`config.mk`:
```
export PLATFORM = sky130hd
export DESIGN_NAME = hmbd_pipe
export DESIGN_NICKNAME = d
export VERILOG_FILES = /design/src/sv/hmbd_pkg.sv /design/src/sv/hmbd_pipe.sv
export VERILOG_INCLUDE_DIRS = /design/src /design/src/sv
export SDC_FILE = /design/constraint.sdc
export NUM_CORES = 1
export LEC_CHECK = 0
export BUFFER_PORTS_ARGS = -buffer_cell sky130_fd_sc_hd__clkbuf_2
export CAP_MARGIN = 15
export CORE_UTILIZATION = 50
export CTS_CLUSTER_SIZE = 16
export DETAILED_ROUTE_END_ITERATION = 10
export HOLD_SLACK_MARGIN = 0.05
export PLACE_DENSITY = 0.86
export SLEW_MARGIN = 25
export SYNTH_ARGS = -nofsm -noshare
export SYNTH_HDL_FRONTEND = slang
export SYNTH_SLANG_ARGS = --single-unit
export TNS_END_PERCENT = 10
```
`constraint.sdc`:
```
create_clock -name clk -period 4.45 [get_ports clk]
set_input_delay 0.445 -clock clk [delete_from_list [all_inputs] [get_ports clk]]
set_output_delay 0.445 -clock clk [all_outputs]
set_load 0.02 [all_outputs]
```
`src/sv/handheld_memory_bus_decoder_top_assert.svh`:
```
// Assertion macros used by the decoder pipeline module hmbd_pipe.
// Each macro samples on clk and is switched off while arst_n is low.
`ifndef HANDHELD_MEMORY_BUS_DECODER_TOP_ASSERT_SVH
`define HANDHELD_MEMORY_BUS_DECODER_TOP_ASSERT_SVH

// cond in a cycle implies expr in the same cycle
`define HMBD_ASSERT_IMPLY(label, cond, expr, msg) \
	label: assert property (@(posedge clk) disable iff (!arst_n) (cond) |-> (expr)) \
		else $error(msg);

// cond in a cycle implies expr in the next cycle
`define HMBD_ASSERT_NEXT(label, cond, expr, msg) \
	label: assert property (@(posedge clk) disable iff (!arst_n) (cond) |=> (expr)) \
		else $error(msg);

`endif

```
`src/sv/hmbd_pkg.sv`:
```
`timescale 1ns / 1ps
package hmbd_pkg;

	// unified store: video RAM, work RAM, spare store, then sprite table and FFxx page
	localparam int unsigned MemDepth = 25088;
	localparam int unsigned MemAddrW = 15;
	typedef logic [MemAddrW-1:0] mem_idx_t;

	localparam logic [1:0] REGION_VRAM  = 2'd0;
	localparam logic [1:0] REGION_WRAM  = 2'd1;
	localparam logic [1:0] REGION_SPARE = 2'd2;
	localparam logic [1:0] REGION_SMALL = 2'd3;
	localparam logic [4:0] PAGE_SPRITE  = 5'd0;
	localparam logic [4:0] PAGE_HIGH    = 5'd1;

	localparam logic [1:0] CMD_READ  = 2'd0;
	localparam logic [1:0] CMD_WRITE = 2'd1;
	localparam logic [1:0] CMD_INTR  = 2'd2;

	localparam logic [1:0] TGT_INTERNAL = 2'd0;
	localparam logic [1:0] TGT_BOOT     = 2'd1;
	localparam logic [1:0] TGT_CART     = 2'd2;
	localparam logic [1:0] TGT_JOYPAD   = 2'd3;

	localparam int unsigned ApbAddrW = 3;
	localparam int unsigned ApbDataW = 32;
	localparam logic CFG_CART_LOADED = 1'b0;

	localparam logic [15:0] ADDR_BOOT_END    = 16'h0100;
	localparam logic [15:0] ADDR_ROM_LAST    = 16'h7FFF;
	localparam logic [15:0] ADDR_VRAM_LAST   = 16'h9FFF;
	localparam logic [15:0] ADDR_CRAM_LAST   = 16'hBFFF;
	localparam logic [15:0] ADDR_WRAM_LAST   = 16'hDFFF;
	localparam logic [15:0] ADDR_SPRITE_FIRST = 16'hFE00;
	localparam logic [15:0] ADDR_SPRITE_LAST = 16'hFE9F;
	localparam logic [15:0] ADDR_JOYPAD      = 16'hFF00;
	localparam logic [15:0] ADDR_DIV         = 16'hFF04;
	localparam logic [15:0] ADDR_IF          = 16'hFF0F;
	localparam logic [15:0] ADDR_BOOT_OFF    = 16'hFF50;
	localparam logic [7:0]  BOOT_OFF_VALUE   = 8'h01;

	localparam mem_idx_t IF_IDX = {REGION_SMALL, PAGE_HIGH, ADDR_IF[7:0]};

	typedef struct packed {
		logic [1:0]  cmd;
		logic [15:0] address;
		logic [7:0]  write_data;
		logic [7:0]  ext_data;
	} req_t;

	typedef struct packed {
		logic [7:0] read_data;
		logic [1:0] target;
		logic       ext_write;
	} rsp_t;

	typedef struct packed {
		logic       rd_en;
		mem_idx_t   rd_idx;
		logic       wr_en;
		mem_idx_t   wr_idx;
		logic [7:0] wr_data;
	} mem_req_t;

	typedef enum logic [2:0] {
		AREA_ROM,
		AREA_VRAM,
		AREA_CRAM,
		AREA_WRAM,
		AREA_SPRITE,
		AREA_JOYPAD,
		AREA_HIGH,
		AREA_SPARE
	} area_t;

	function automatic area_t area_of(logic [15:0] a);
		area_t area;
		if (a <= ADDR_ROM_LAST) begin
			area = AREA_ROM;
		end else if (a <= ADDR_VRAM_LAST) begin
			area = AREA_VRAM;
		end else if (a <= ADDR_CRAM_LAST) begin
			area = AREA_CRAM;
		end else if (a <= ADDR_WRAM_LAST) begin
			area = AREA_WRAM;
		end else if (a >= ADDR_SPRITE_FIRST && a <= ADDR_SPRITE_LAST) begin
			area = AREA_SPRITE;
		end else if (a == ADDR_JOYPAD) begin
			area = AREA_JOYPAD;
		end else if (a > ADDR_JOYPAD) begin
			area = AREA_HIGH;
		end else begin
			area = AREA_SPARE;
		end
		return area;
	endfunction

	function automatic mem_idx_t store_index(logic [15:0] a);
		mem_idx_t idx;
		unique case (area_of(a))
			AREA_VRAM:   idx = {REGION_VRAM, a[12:0]};
			AREA_WRAM:   idx = {REGION_WRAM, a[12:0]};
			AREA_SPARE:  idx = {REGION_SPARE, a[12:0]};
			AREA_SPRITE: idx = {REGION_SMALL, PAGE_SPRITE, a[7:0]};
			AREA_HIGH:   idx = {REGION_SMALL, PAGE_HIGH, a[7:0]};
			default:     idx = '0;
		endcase
		return idx;
	endfunction

endpackage

```
`src/sv/hmbd_pipe.sv`:
```
`timescale 1ns / 1ps
`include "handheld_memory_bus_decoder_top_assert.svh"
module hmbd_pipe (
	input  logic               clk,
	input  logic               arst_n,
	input  logic               cart_loaded,
	input  logic               req_valid,
	output logic               req_ready,
	input  hmbd_pkg::req_t     req,
	output logic               rsp_valid,
	input  logic               rsp_ready,
	output hmbd_pkg::rsp_t     rsp,
	output hmbd_pkg::mem_req_t mem_req,
	input  logic [7:0]         rd_data,
	input  logic               busy
);
	import hmbd_pkg::*;

	req_t       item_s1;
	mem_idx_t   idx_s1;
	logic       valid_s1;
	logic       boot_q;
	logic       fwd_valid_q;
	mem_idx_t   fwd_idx_q;
	logic [7:0] fwd_data_q;
	logic       rsp_valid_q;
	rsp_t       rsp_q;

	logic       advance;
	logic       accept;
	mem_idx_t   acc_idx;
	logic [7:0] cur_data;
	area_t      area;
	rsp_t       rsp_nxt;
	logic       wr_en_c;
	logic [7:0] wr_data_c;
	logic       boot_clr;

	assign advance   = valid_s1 && (!rsp_valid_q || rsp_ready);
	assign req_ready = !busy && (!valid_s1 || advance);
	assign accept    = req_valid && req_ready;
	assign acc_idx   = (req.cmd == CMD_INTR) ? IF_IDX : store_index(req.address);
	// last write to this entry wins, also one landing on the read edge
	assign cur_data  = (fwd_valid_q && fwd_idx_q == idx_s1) ? fwd_data_q : rd_data;
	assign area      = area_of(item_s1.address);

	always_comb begin
		rsp_nxt   = '0;
		wr_en_c   = 1'b0;
		wr_data_c = item_s1.write_data;
		boot_clr  = 1'b0;
		unique case (item_s1.cmd)
			CMD_READ: begin
				unique case (area)
					AREA_ROM: begin
						if (item_s1.address < ADDR_BOOT_END && boot_q) begin
							rsp_nxt.read_data = item_s1.ext_data;
							rsp_nxt.target    = TGT_BOOT;
						end else if (cart_loaded) begin
							rsp_nxt.read_data = item_s1.ext_data;
							rsp_nxt.target    = TGT_CART;
						end
					end
					AREA_CRAM: begin
						rsp_nxt.read_data = item_s1.ext_data;
						rsp_nxt.target    = TGT_CART;
					end
					AREA_JOYPAD: begin
						rsp_nxt.read_data = item_s1.ext_data;
						rsp_nxt.target    = TGT_JOYPAD;
					end
					default: begin
						rsp_nxt.read_data = cur_data;
					end
				endcase
			end
			CMD_WRITE: begin
				unique case (area)
					AREA_ROM, AREA_CRAM: begin
						rsp_nxt.target    = TGT_CART;
						rsp_nxt.ext_write = 1'b1;
					end
					AREA_JOYPAD: begin
						rsp_nxt.target    = TGT_JOYPAD;
						rsp_nxt.ext_write = 1'b1;
					end
					default: begin
						wr_en_c = 1'b1;
						if (item_s1.address == ADDR_DIV) begin
							wr_data_c = '0;
						end
						if (item_s1.address == ADDR_BOOT_OFF &&
						    item_s1.write_data == BOOT_OFF_VALUE) begin
							boot_clr = 1'b1;
						end
					end
				endcase
			end
			CMD_INTR: begin
				wr_en_c   = 1'b1;
				wr_data_c = cur_data | item_s1.write_data;
			end
			default: begin
			end
		endcase
	end

	always_comb begin
		mem_req.rd_en   = accept;
		mem_req.rd_idx  = acc_idx;
		mem_req.wr_en   = advance && wr_en_c;
		mem_req.wr_idx  = idx_s1;
		mem_req.wr_data = wr_data_c;
	end

	always_ff @(posedge clk or negedge arst_n) begin
		if (!arst_n) begin
			valid_s1    <= 1'b0;
			rsp_valid_q <= 1'b0;
			boot_q      <= 1'b1;
			fwd_valid_q <= 1'b0;
		end else begin
			if (accept) begin
				valid_s1 <= 1'b1;
			end else if (advance) begin
				valid_s1 <= 1'b0;
			end
			if (advance) begin
				rsp_valid_q <= 1'b1;
			end else if (rsp_ready) begin
				rsp_valid_q <= 1'b0;
			end
			if (advance && boot_clr) begin
				boot_q <= 1'b0;
			end
			if (mem_req.wr_en) begin
				fwd_valid_q <= 1'b1;
			end
		end
	end

	always_ff @(posedge clk) begin
		if (accept) begin
			item_s1 <= req;
			idx_s1  <= acc_idx;
		end
		if (advance) begin
			rsp_q <= rsp_nxt;
		end
		if (mem_req.wr_en) begin
			fwd_idx_q  <= mem_req.wr_idx;
			fwd_data_q <= mem_req.wr_data;
		end
	end

	assign rsp_valid = rsp_valid_q;
	assign rsp       = rsp_q;

	`HMBD_ASSERT_IMPLY(a_no_accept_in_clear, busy, !req_ready, "word accepted during clear")
	`HMBD_ASSERT_IMPLY(a_no_write_in_stall, valid_s1 && rsp_valid_q && !rsp_ready,
		!mem_req.wr_en, "store written while result stalled")
	`HMBD_ASSERT_NEXT(a_boot_stays_off, !boot_q, !boot_q, "boot ROM remapped")
	`HMBD_ASSERT_IMPLY(a_ext_write_target, rsp_valid_q && rsp_q.ext_write,
		rsp_q.target != TGT_INTERNAL, "external write with internal target")

endmodule

```
==> results.md <==
- Clock buffer depth: 2
- Drt initial violations: 185
- Final period util: 0.696
- Die height: 87.0 um
- CP delay by family, top: simple AND/OR/NAND/NOR gates
- First drt pass iteration count: 4
- Detailed-route wire length: 8.04 mm
- WP data arrival: 2.65 ns
- CP Depth: 6
- Hold Path Origin: req[8]
- Syn avg cell area: 15.8 um^2
- RSZ-0062 raised after global routing: no
- Fill count: 493
- Slowest CP cell: nor4_4
- Seq/Total Area, Yosys: 0.719
- FF-to-FF path depth: 5
- Element type at the critical path end: output pin
- Later-pin clock latency in the skew report: 0.34 ns
- Post-CTS Hold Buffers: 1
- WP data required: 4.01 ns
- Nets@finish: 391
- Routed len/inst: 18.2 um
- Mapped cell area: 3610 um^2
- Top Ports: 101
- F_max: 323 MHz
- Placed Area: 4240 um^2
- DP Wirelength: 6.02 mm
- Fraction of layout cells with a size suffix above 1: 0.351
- Largest net degree at the start of global routing: 32
- Outcome: complete, no violations
- Max-slew violation total from the final report: 0
- FF+latch count, synth: 87
- Final Critical Period: 3.10 ns
- Buffers on Ports: 100
- Multi-input gate area in the final layout: 1000 um^2
- # rows: 30
- Initial Util: 0.525
- Commonest non-fill, non-tap cells in the layout: 100 x clkbuf_2, 83 x edfxtp_1, 16 x o2bb2ai_1
- Yosys Warn Count: 0
- R2R Path Start: rsp_valid$_DFFE_PN0P_
- Initial antenna violation count: 0
- Hold depth: 1
- Clock Tree Root: clkbuf_8
- Power Dens Cells: 377 nW/um^2
- R2R setup slack: 1.95 ns
- Core area: 6870 um^2
- Max_slew headroom: 0.423
- Dominant synthesized flop cell: edfxtp_1
- CTS sink cnt: 87
- Setup CP Type: reg2out
- CP startpoint kind: register
- Setup TNS: 0 ns
- Post-CTS setup repair buffer count: 0
- Final Util: 0.647
- Ys async rst share: 0.0460
- Max-cap violations: 0
- # diodes: 0
- Drc violations: 0
- CTS H-tree depth: 3
- Syn Inst Count: 229
- Antenna-violating nets left: 0
- DR vias/cell: 5.56
- Total Die Area: 7560 um^2
- Buffers & Inverters on Critical Path: 1
- Worst vdd ir: 0.000143 V
- Final-report setup violation count: 0
- Vias in the first global route: 2436
- Die Wd: 87.0 um
- EDFF count, synth: 83
- Overall Global Routing Usage: 0.226
- Max stage delay on crit path: 0.73 ns
- Final hold vios: 0
- Worst path cell trace: xnor2_1, nand4_1, nor4_4, mux2i_1, o2bb2ai_1, clkbuf_2
- Worst-path maximum fanout: 8
- Clk slew on worst S/H paths: 0.09 ns
- First-pass GRT wire length: 12.5 mm
- Least-Margin Pin Slew: 0.864 ns
- Leakage: 0.00167 uW
- Final std cells w/o fill: 441
- Post-route cell area: 4440 um^2
- Total power: 1680 uW
- Setup Skew: 0.0122 ns
- CTS tree: done
- Final RePlAce weighted congestion: 0.868
- Cts repair resizes: 0
- Net count after synthesis: 280
- Distinct cells, synth: 40
- Register Area: 2590 um^2
- Syn-to-layout area delta: 23.1%
- CTS buffer count: 9
- Grt ovf: 0
- Worst Hold Class: in2reg
- Commonest non-fill, non-tap cell in the layout: clkbuf_2
- CP startpoint: idx_s1[7]$_DFFE_PP_
- Post-Place Cells: 424
- Via count: 2450
==> routing by layer <==
metal / global-route usage / wire [um] / up-vias
li1: - / - / 1130
met1: 0.296 / 3300 / 1207
met2: 0.378 / 4100 / 104
met3: 0.0417 / 533 / 9
met4: 0.0818 / 101 / 0
met5: 0 / 0 / -
==> sequential cells by signal, indices dropped and copies added, names as in the netlist <==
register and count:
boot_q 1, rsp 11, valid_s1 1, fwd_valid_q 1, fwd_data_q 8, rsp_valid 1, fwd_idx_q 15, idx_s1 15
item_s1 34
==> layout make-up <==
type,instances,area share
flip-flops and latches,87,0.584
multi-input cells,135,0.225
repair buffers,103,0.118
clock buffers,10,0.0287
well taps,96,0.0270
clock inverters,6,0.0138
inverters,4,0.00338
==> final timing paths <==
kind / to
worst max register to register: fwd_idx_q[13]$_DFFE_PP_
worst min register to register: boot_q$_DFFE_PN1P_
worst max-delay path: mem_req[6]
worst min-delay path: item_s1[8]$_DFFE_PP_
min in group asynchronous: fwd_valid_q$_DFFE_PN0P_
max in group asynchronous: boot_q$_DFFE_PN1P_
==> per-stage QoR <==
step / setup WS (ns) / hold WS [ns]
2_1_floorplan: 0.661 / 0.149
4_1_cts: 1.32 / 0.266
6_report: 1.35 / 0.278
3_3_place_gp: 1.78 / 0.269
5_1_grt: 1.17 / 0.262
3_5_place_dp: 1.70 / 0.267
==> cell usage after synthesis (5+ instances only) <==
library cell | count | share of area
nor3b_1 | 5 | 0.010
xnor2_1 | 15 | 0.036
nand2_1 | 7 | 0.0073
nor2_1 | 5 | 0.0052
edfxtp_1 | 83 | 0.69
and2_1 | 9 | 0.016
nor3_1 | 6 | 0.0083
nand3_1 | 5 | 0.0069
o2bb2ai_1 | 16 | 0.039
a21o_1 | 7 | 0.015
a21oi_1 | 5 | 0.0069
mux2i_1 | 8 | 0.022
nand4_1 | 7 | 0.012
==> cell families (layout without fill, tap and decap cells) <==
family                   after synthesis  in the layout  share of synthesized area
flip-flops                            87             87                      0.719
AND/OR/NAND/NOR                       65             65                      0.113
AO/OA/AOI/OAI                         44             44                     0.0905
XOR/XNOR                              15             15                     0.0364
multiplexers                           8              8                     0.0222
buffers and inverters                  7            123                    0.00832
adder cells (fa/ha/maj)                3              3                     0.0104
==> where the power goes <==
part | switching, uW | total [uW] | internal (uW)
Clock | 271 | 529 | 257
Sequential | 21.7 | 962 | 941
Combinational | 119 | 185 | 66.0
No activity file was read; power rests on OpenSTA's default activity.
